==> config.mk <==
export PLATFORM = sky130hd
export DESIGN_NAME = lagf_gap
export DESIGN_NICKNAME = d
export VERILOG_FILES = /design/src/sv/lagf_pkg.sv /design/src/sv/lagf_gap.sv
export SDC_FILE = /design/constraint.sdc
export NUM_CORES = 1
export LEC_CHECK = 0
export ABC_AREA = 1
export BUFFER_PORTS_ARGS = -buffer_cell sky130_fd_sc_hd__buf_2
export CAP_MARGIN = 20
export CORE_MARGIN = 3
export CORE_UTILIZATION = 53
export CTS_BUF_LIST = sky130_fd_sc_hd__clkbuf_2
export DETAILED_ROUTE_END_ITERATION = 7
export GPL_ROUTABILITY_DRIVEN = 0
export PLACE_DENSITY = 0.86
export SLEW_MARGIN = 40
export SYNTH_ARGS = -nofsm -noshare
export SYNTH_HDL_FRONTEND = slang
export SYNTH_SLANG_ARGS = --single-unit
==> constraint.sdc <==
create_clock -name clock -period 7.25 [get_ports clock]
set_clock_uncertainty 0.2 [all_clocks]
set_input_delay 0.725 -clock clock [delete_from_list [all_inputs] [get_ports clock]]
set_output_delay 0.725 -clock clock [all_outputs]
set_load 0.02 [all_outputs]
==> src/sv/lagf_pkg.sv <==
`timescale 1ns / 1ps

package lagf_pkg;

   // Sector numbers and the wider forms used for the cursor and aligned start.
   localparam int SECT_W  = 48;
   localparam int CUR_W   = SECT_W + 1;
   localparam int AL_W    = SECT_W + 2;
   localparam int SHIFT_W = 5;
   localparam int MASK_W  = 31;

   // Register port.
   localparam int CSR_DATA_W = 64;
   localparam int CSR_ADDR_W = 5;
   localparam int REG_IDX_W  = 2;

   localparam logic [REG_IDX_W-1:0] REG_LOW_SECTOR  = 2'd0;
   localparam logic [REG_IDX_W-1:0] REG_HIGH_SECTOR = 2'd1;
   localparam logic [REG_IDX_W-1:0] REG_ALIGN_SHIFT = 2'd2;
   localparam logic [REG_IDX_W-1:0] REG_MIN_GAP     = 2'd3;

   // Reset values: 34 is the first sector after a standard table, an
   // alignment of 2^11 = 2048 sectors, and a minimum gap of 40960 sectors.
   localparam logic [SECT_W-1:0]  RST_LOW_SECTOR  = 48'd34;
   localparam logic [SECT_W-1:0]  RST_HIGH_SECTOR = 48'd0;
   localparam logic [SHIFT_W-1:0] RST_ALIGN_SHIFT = 5'd11;
   localparam logic [SECT_W-1:0]  RST_MIN_GAP     = 48'd40960;

   typedef struct packed {
      logic init;
      logic align;
      logic measure;
      logic use_ext;
   } lagf_gap_ctl_type;

   typedef struct packed {
      logic clear;
      logic commit;
   } lagf_sel_ctl_type;

endpackage

==> src/sv/lagf_gap.sv <==
`timescale 1ns / 1ps

// Cursor and best-gap tracker. Each step is an align followed by a
// measure.
module lagf_gap (
   input  logic                          clock,
   input  lagf_pkg::lagf_gap_ctl_type    ctl,
   input  logic [lagf_pkg::SECT_W-1:0]   low_sector,
   input  logic [lagf_pkg::SHIFT_W-1:0]  align_shift,
   input  logic [lagf_pkg::CUR_W-1:0]    gap_end,
   input  logic [lagf_pkg::SECT_W-1:0]   ext_last,
   output logic [lagf_pkg::CUR_W-1:0]    best,
   output logic [lagf_pkg::SECT_W-1:0]   best_pos
);

   import lagf_pkg::*;

   logic [MASK_W-1:0] mask_ff, mask_in;
   logic [CUR_W-1:0]  cursor_ff, cursor_in;
   logic [AL_W-1:0]   start_ff, start_in;
   logic [CUR_W-1:0]  best_ff, best_in;
   logic [SECT_W-1:0] best_pos_ff, best_pos_in;
   logic [AL_W-1:0]   end_ext;
   logic [AL_W-1:0]   diff;
   logic [CUR_W-1:0]  ext_next;
   logic [31:0]       pow2;

   assign pow2     = 32'd1 << align_shift;
   assign end_ext  = AL_W'(gap_end);
   assign diff     = end_ext - start_ff;
   assign ext_next = CUR_W'(ext_last) + CUR_W'(1);

   always_comb begin
      mask_in     = mask_ff;
      cursor_in   = cursor_ff;
      start_in    = start_ff;
      best_in     = best_ff;
      best_pos_in = best_pos_ff;
      if (ctl.init) begin
         mask_in     = MASK_W'(pow2 - 32'd1);
         cursor_in   = CUR_W'(low_sector);
         best_in     = '0;
         best_pos_in = '0;
      end
      if (ctl.align) begin
         start_in = (AL_W'(cursor_ff) + AL_W'(mask_ff)) & ~AL_W'(mask_ff);
      end
      if (ctl.measure) begin
         // A positive gap is at most 2^48 long and starts below 2^48.
         if (end_ext > start_ff && diff[CUR_W-1:0] > best_ff) begin
            best_in     = diff[CUR_W-1:0];
            best_pos_in = start_ff[SECT_W-1:0];
         end
         if (ctl.use_ext && ext_next > cursor_ff) begin
            cursor_in = ext_next;
         end
      end
   end

   always_ff @(posedge clock) begin
      mask_ff     <= mask_in;
      cursor_ff   <= cursor_in;
      start_ff    <= start_in;
      best_ff     <= best_in;
      best_pos_ff <= best_pos_in;
   end

   assign best     = best_ff;
   assign best_pos = best_pos_ff;

endmodule

==> metrics.cfg <==
[critical_path]
reg2reg_from=start_ff[45]
slowest_delay_ns=0.58
crit_start=ext_last[0]
start_kind=input port
cp_data_arrival_time_ns=6.07
reg2reg_to=best_pos[7]
worstRegToRegCells=23
crit_fanout=66
worst-setup-path-type=input port to flip-flop
cpMaxStageDelayCell=nor2_1
r2r_slack_ns=2.24
timing.critical_path.to=cursor_ff[12]
crit_path_end_kind=flip-flop
crit_required_ns=7.94

[grt]
grt.total_usage_pct=32.15
grt_max_degree=138
grt_pass1_vias=21690
grt_pass1_wl_mm=107.1
overflow=0
antenna_found_initial=1

[synth]
synth_area_leaders=nand2_1, dfxtp_1, edfxtp_1
synth-edff-count=81
ys_seq_elements=227
ys_types=39
synth_area_mm2=0.02060
yosysWarnings=0
synth.largest_area_cell=nand2_1
yosys_most_used_dff=dfxtp_1
synth_cells=3429
ys_seq_area_share_pct=26.00
syn_avg_cell_area_um2=6.007
synth.net_count=3765
yosysTopAreaCellShare_pct=20.26
synth_async_sr_flop_share_pct=0

[timing]
slew_headroom_pct=40.71
grt_setup_unrepaired=false
worst_pin_slew_ns=0.8893
fmax_mhz=185.7
setup_tns_ns=0
fin_crit_ns=5.386
setup_viol=0
period_share_pct=74.28
fin_hold_ws_ns=0.06601
hold_viol=0
drv_slew=0
final.setup.worst_slack_ns=1.864

[worst_hold_path]
holdCritPathClass=input port to flip-flop

[clocking]
cts_tree=yes
cts_max_level=2
clock_path_buffers=3
cts_resized=0
clock-root-buffer=clkbuf_2
ctsHoldBuffers=113
cts_buffers=60
cts_setup_buffers=0
path_clk_slew_ns=0.11
clk_latency_ns=1.08
clock-sinks=227

[floorplan]
start_util_pct=54.17
io_pins=252
rows=71
fp.coreArea_mm2=0.03802
die_area_mm2=0.04126
fp.dieW_um=203.1
die_h_um=203.1

[placement]
io_buffers=251
post-place-ws_ns=1.954
hpwl_mm=53.25

[detailed_routing]
dr.first_iter.drc_count=2233
ant_nets=0
drc=0
wl_per_cell_um=15.64
via_per_inst=5.303
num_vias=23140
dr.pass1.iters=7
totalWireLength_mm=68.23

[final_layout]
drive_gt1_share_pct=10.10
multi_input_area_mm2=0.01250
syn_to_final_growth_pct=16.74
nFillCells=3528
regArea_mm2=0.005355
nNetsFinal=4134
final_cell_mix=nand2_1, inv_1, nor2_1
mostFrequentLayoutCell=nand2_1

[pwr]
power_density_mw_per_mm2=237.1
leakage_nw=12.97
peakVddDrop_uv=108.9

[run]
maxCapViolCount=0

[status]
outcome=finished, final reports clean

==> sequential cells by signal, summed over array words and instances, names as in the netlist <==
name / count
start_ff: 50
best: 49
cursor_ff: 49
best_pos: 48
mask_ff: 31
==> worst max-delay path, delay by kind of cell <==
| kind | cells | cell delay, ns |
|---|---|---|
| AOI/OAI and AO/OA | 1 | 0.10 |
| adders and majority gates | 2 | 0.50 |
| buffers and inverters | 5 | 1.77 |
| and+or+nand+nor | 18 | 2.93 |
==> final cells by class <==
| cell class | count | area share [%] |
|---|---|---|
| clock buffer | 88 | 1.832 |
| tap | 511 | 2.659 |
| sequential | 227 | 22.27 |
| timing repair buffer | 370 | 10.20 |
| inverter | 656 | 10.24 |
| antenna | 2 | 0.02081 |
| clock inverter | 26 | 0.7857 |
| multi-input combinational | 2483 | 51.99 |
==> per-stage QoR <==
step	instances	cell area, um2	power, W	utilization (%)
2_1_floorplan	3429	20600	0.003706	-
3_3_place_gp	4134	22260	0.004449	58.55
3_5_place_dp	4134	22280	0.004511	58.59
4_1_cts	4361	24040	0.005638	63.22
5_1_grt	4362	24040	0.006152	63.24
6_report	4363	24050	0.005702	63.24
==> cell families after synthesis <==
group / count (synthesis) / synth area share [%]
flops: 227 / 26.00
buf+inv: 719 / 13.41
fa+ha+maj: 181 / 11.07
xor+xnor: 90 / 3.827
simple gates: 1891 / 37.39
compound gates: 321 / 8.310
==> per-layer routing <==
layer  wire length, um  part of all wire [%]  track usage, %  vias up
met5                 0                     0               0        -
met4              4113                   6.0           16.45        0
met3              6705                   9.8           5.459      288
met2             31600                    46           55.45     1280
met1             25810                    38           38.66    10110
li1                  -                     -               -    11470
==> power by group <==
part,internal (W),leakage (nW),switching (W)
combinational,0.000992,10.5,0.00192
clock,0.000440,0.461,0.000593
sequential,0.00157,2.01,0.000179
==> synth_stat cells (6+ instances only) <==
master    instances
dfxtp_1         146
buf_2            17
nor2_1          405
a21o_1            8
nand3_1         233
o21ai_0         134
a21oi_1         142
ha_1            179
nor4_1           13
xnor2_1          15
inv_1           637
nand4_1          37
clkbuf_1         38
xor2_1           75
nor3_1           62
inv_2            18
o21bai_1         13
nor2_2            6
o21a_1           15
edfxtp_1         81
nand2_1        1112
==> worst min-delay path by stage <==
| stage | start | end | cells past startpoint | slack [ns] |
|---|---|---|---|---|
| floorplan | start_ff[1] | best_pos[1] | 2 | 0.26 |
| finish | ext_last[23] | cursor_ff[23] | 5 | 0.07 |
| global placement | start_ff[27] | best_pos[27] | 2 | 0.29 |
| detailed placement | start_ff[28] | best_pos[28] | 2 | 0.29 |
| CTS | gap_end[26] | best[26] | 5 | 0.002 |
| global route | ext_last[23] | cursor_ff[23] | 5 | 0.03 |
Power figures use the tool's default switching activity.
