$ cat config.mk
export PLATFORM = sky130hd
export DESIGN_NAME = lagf_select
export DESIGN_NICKNAME = d
export VERILOG_FILES = /design/src/sv/lagf_pkg.sv /design/src/sv/lagf_select.sv
export SDC_FILE = /design/constraint.sdc
export NUM_CORES = 1
export LEC_CHECK = 0
export ABC_AREA = 1
export BUFFER_PORTS_ARGS = -buffer_cell sky130_fd_sc_hd__buf_2
export CORE_ASPECT_RATIO = 1.2
export CORE_MARGIN = 8
export CORE_UTILIZATION = 45
export DETAILED_ROUTE_END_ITERATION = 16
export GPL_TIMING_DRIVEN = 0
export HOLD_SLACK_MARGIN = 0.06
export PLACE_DENSITY = 0.7
export SLEW_MARGIN = 20
export SYNTH_ARGS = -nofsm -noshare
export SYNTH_HDL_FRONTEND = slang
export SYNTH_SLANG_ARGS = --single-unit
$ cat constraint.sdc
create_clock -name clock -period 16.64 [get_ports clock]
set_input_delay 3.328 -clock clock [delete_from_list [all_inputs] [get_ports clock]]
set_output_delay 3.328 -clock clock [all_outputs]
set_load 0.01 [all_outputs]
$ cat src/sv/lagf_pkg.sv
`timescale 1ns / 1ps

package lagf_pkg;

   // Sector numbers and the wider forms used for the cursor and aligned start.
   localparam int SECT_W  = 48;
   localparam int CUR_W   = SECT_W + 1;
   localparam int AL_W    = SECT_W + 2;
   localparam int SHIFT_W = 5;
   localparam int MASK_W  = 31;

   // Register port.
   localparam int CSR_DATA_W = 64;
   localparam int CSR_ADDR_W = 5;
   localparam int REG_IDX_W  = 2;

   localparam logic [REG_IDX_W-1:0] REG_LOW_SECTOR  = 2'd0;
   localparam logic [REG_IDX_W-1:0] REG_HIGH_SECTOR = 2'd1;
   localparam logic [REG_IDX_W-1:0] REG_ALIGN_SHIFT = 2'd2;
   localparam logic [REG_IDX_W-1:0] REG_MIN_GAP     = 2'd3;

   // Reset values: 34 is the first sector after a standard table, an
   // alignment of 2^11 = 2048 sectors, and a minimum gap of 40960 sectors.
   localparam logic [SECT_W-1:0]  RST_LOW_SECTOR  = 48'd34;
   localparam logic [SECT_W-1:0]  RST_HIGH_SECTOR = 48'd0;
   localparam logic [SHIFT_W-1:0] RST_ALIGN_SHIFT = 5'd11;
   localparam logic [SECT_W-1:0]  RST_MIN_GAP     = 48'd40960;

   typedef struct packed {
      logic init;
      logic align;
      logic measure;
      logic use_ext;
   } lagf_gap_ctl_type;

   typedef struct packed {
      logic clear;
      logic commit;
   } lagf_sel_ctl_type;

endpackage

$ cat src/sv/lagf_select.sv
`timescale 1ns / 1ps

// Finds, over one sweep of the table, the smallest (start, index) key that
// lies above the key taken on the previous pass.
module lagf_select #(
   parameter int IDX_W = 7
) (
   input  logic                         clock,
   input  lagf_pkg::lagf_sel_ctl_type   ctl,
   input  logic                         rd_vld,
   input  logic [IDX_W-1:0]             rd_idx,
   input  logic [lagf_pkg::SECT_W-1:0]  rd_start,
   input  logic [lagf_pkg::SECT_W-1:0]  rd_end,
   output logic [lagf_pkg::SECT_W-1:0]  cand_start,
   output logic [lagf_pkg::SECT_W-1:0]  cand_end
);

   import lagf_pkg::*;

   logic                last_vld_ff, last_vld_in;
   logic [SECT_W-1:0]   last_s_ff, last_s_in;
   logic [IDX_W-1:0]    last_i_ff, last_i_in;
   logic                cand_vld_ff, cand_vld_in;
   logic [SECT_W-1:0]   cand_s_ff, cand_s_in;
   logic [SECT_W-1:0]   cand_e_ff, cand_e_in;
   logic [IDX_W-1:0]    cand_i_ff, cand_i_in;
   logic                above_last;
   logic                below_cand;

   assign above_last = !last_vld_ff || ({rd_start, rd_idx} > {last_s_ff, last_i_ff});
   assign below_cand = !cand_vld_ff || ({rd_start, rd_idx} < {cand_s_ff, cand_i_ff});

   always_comb begin
      last_vld_in = last_vld_ff;
      last_s_in   = last_s_ff;
      last_i_in   = last_i_ff;
      cand_vld_in = cand_vld_ff;
      cand_s_in   = cand_s_ff;
      cand_e_in   = cand_e_ff;
      cand_i_in   = cand_i_ff;
      priority if (ctl.clear) begin
         last_vld_in = 1'b0;
         cand_vld_in = 1'b0;
      end else if (ctl.commit) begin
         last_vld_in = 1'b1;
         last_s_in   = cand_s_ff;
         last_i_in   = cand_i_ff;
         cand_vld_in = 1'b0;
      end else if (rd_vld && above_last && below_cand) begin
         cand_vld_in = 1'b1;
         cand_s_in   = rd_start;
         cand_e_in   = rd_end;
         cand_i_in   = rd_idx;
      end else begin
         // Nothing to take this cycle, so the candidate holds.
      end
   end

   always_ff @(posedge clock) begin
      last_vld_ff <= last_vld_in;
      last_s_ff   <= last_s_in;
      last_i_ff   <= last_i_in;
      cand_vld_ff <= cand_vld_in;
      cand_s_ff   <= cand_s_in;
      cand_e_ff   <= cand_e_in;
      cand_i_ff   <= cand_i_in;
   end

   assign cand_start = cand_s_ff;
   assign cand_end   = cand_e_ff;

endmodule

==> flow_metrics.tcl <==
set metrics [dict create \
    timing.final.crit_share_pct 32.4 \
    final_max_slew_viol_count 0 \
    mostFrequentLayoutCell "buf_2" \
    critPathRequiredTime_ns 16.76 \
    core.rowCount 52 \
    synth.area.top_cells "edfxtp_1, ha_1, inv_1" \
    post_drt_wl_per_cell_um 14.7 \
    max_slew_margin_pct 63.9 \
    setup_viol 0 \
    cts_hold_buf 0 \
    diodes 0 \
    cellLeakagePower_uw 0.00473 \
    final_cell_mix "buf_2, edfxtp_1, inv_1, nand2_1, ha_1" \
    period_needed_ns 5.39 \
    vias 5176 \
    rsz0062_at_grt "no" \
    finalSetupTns_ns 0 \
    skew_ns 0.0125 \
    hpwl_um 13200 \
    netlist-cell-type-count 19 \
    syn_avg_cell_area_um2 11.8 \
    worstPathCellList "buf_2, ha_1, nand2_1, nor2_1, nand2_1, nand2_1, nand2_1, nand2_1, nand2_1, nand3_1, nand2_1, nand2_1, nand2_1, nor2_4, buf_12, buf_12" \
    startpoint_type "primary input" \
    slowest_delay_ns 0.31 \
    syn_inst 662 \
    syn_nets 878 \
    clk_latency_ns 0.42 \
    wl_um 16400 \
    yosys_warnings 0 \
    finalPower_uw 955 \
    initial_core_util_pct 46.0 \
    cellPowerDensity_mw_per_mm2 97.0 \
    cp.arrival_ns 5.50 \
    cp-end-kind "flip-flop" \
    synth_top_area_cell "edfxtp_1" \
    path_delay_family "simple AND/OR/NAND/NOR gates" \
    outcome "completed" \
    numCtsBuffers 17 \
    place_inst 1086 \
    layout.nets 1105 \
    drv_cap 0 \
    cts_tree "done" \
    coreArea_mm2 0.0169 \
    io_buffers 202 \
    ios 203 \
    grt_max_degree 32 \
    drive_above_1_share_pct 27.9 \
    firstDrtPassIters 4 \
    hold_path.class "flip-flop to flip-flop" \
    drtIter0Drc 198 \
    worst_pin_slew_ns 0.540 \
    grt_pass1_vias 5525 \
    clk_path_buf_depth 2 \
    die_area_mm2 0.0218 \
    die_w_um 136 \
    cts_resized 0 \
    cts.sinks 160 \
    crit_slowest_cell "nor2_4" \
    grt_remaining_overflow 0 \
    max_freq_mhz 186 \
    viasPerCell 4.63 \
    place_congestion 0.759 \
    drc 0 \
    finalHoldViolations 0 \
    worstPathMaxFanout 31 \
    crit_path_frequent_cell "nand2_1" \
    ys_seq_elements 160 \
    crit_type "primary input to flip-flop" \
    final_cells 1118 \
    area_delta_synth_final_pct 26.5 \
    netlist_area_mm2 0.00778 \
    placed_cell_area_mm2 0.00922 \
    post-cts-setup-buffer-count 0 \
    die_height_um 160 \
    synth_top_area_share_pct 61.0 \
    seq_area_frac_synth_pct 61.5 \
    track_usage_pct 15.7 \
    htree_levels 4 \
    ant_nets 0 \
    stdcell_area_mm2 0.00984 \
    clockRootBuffer "clkbuf_16" \
    grt_first_pass_wirelength_um 26700 \
    grt_antenna_before_repair 0 \
    ir_drop_v 0.0000785 \
    path_clk_slew_ns 0.06 \
    path_buf_inv 3 \
    final_core_util_pct 58.2 \
]
where the power goes:
group / internal [uW] / switching (uW)
combinational: 36.0 / 49.0
sequential: 457 / 4.52
clock: 241 / 167
per-stage QoR:
step,setup slack (ns),hold WS [ns]
finish,11.25,0.446
global placement,5.09,0.429
detailed placement,10.75,0.433
CTS,11.20,0.448
global route,11.03,0.465
floorplan,7.45,0.426
layout make-up:
cell class / count / area, um^2
sequential: 160 / 4780
timing repair buffer: 208 / 1150
clock buffer: 17 / 425
multi-input combinational: 361 / 2480
tap: 216 / 270
fill: 1480 / 7080
inverter: 141 / 529
clock inverter: 15 / 194
sequential cells by signal (all words and copies together) (netlist names):
register,count
cand_start,48
last_vld_ff,1
last_s_ff,48
cand_end,48
cand_i_ff,7
cand_vld_ff,1
last_i_ff,7
cell families (layout without fill, tap and decap cells):
group / Yosys count / after routing / share of synthesized area (%)
flops: 160 / 160 / 61.5
fa+ha+maj: 109 / 109 / 17.5
simple gates: 189 / 189 / 9.91
compound gates: 63 / 63 / 4.28
buf+inv: 141 / 381 / 6.80
path summary, 6_finish.rpt:
kind,to,startpoint,depth (start not counted),slack [ns]
worst max-delay path,cand_end[25]$_DFFE_PP_,rd_start[23],16,11.25
worst min-delay path,last_i_ff[2]$_DFFE_PP_,cand_i_ff[2]$_DFFE_PP_,0,0.45
worst max register to register,cand_end[25]$_DFFE_PP_,last_s_ff[23]$_DFFE_PP_,16,13.95
worst min register to register,last_i_ff[2]$_DFFE_PP_,cand_i_ff[2]$_DFFE_PP_,0,0.45
Yosys cell counts:
| library cell | number |
|---|---|
| nor3b_1 | 1 |
| o21a_1 | 4 |
| nand2_2 | 1 |
| nor2_2 | 5 |
| nand2_1 | 124 |
| edfxtp_1 | 158 |
| nor2_1 | 37 |
| a21o_1 | 3 |
| inv_2 | 3 |
| o21ai_0 | 7 |
| nand3_1 | 13 |
| nor4_2 | 1 |
| ha_1 | 109 |
| o21ai_1 | 3 |
| a21oi_1 | 46 |
| inv_1 | 138 |
| nor4_1 | 2 |
| dfxtp_1 | 2 |
| nand4_1 | 5 |
layer usage:
metal,up-vias,share of wire [%],wire length [um],global-route usage [%]
li1,2687,-,-,-
met1,2339,41,6780,17.2
met2,131,50,8140,27.0
met3,19,7.4,1220,5.84
met4,0,1.6,263,5.70
met5,-,0,0,0
(Power assumes the default switching activity.)
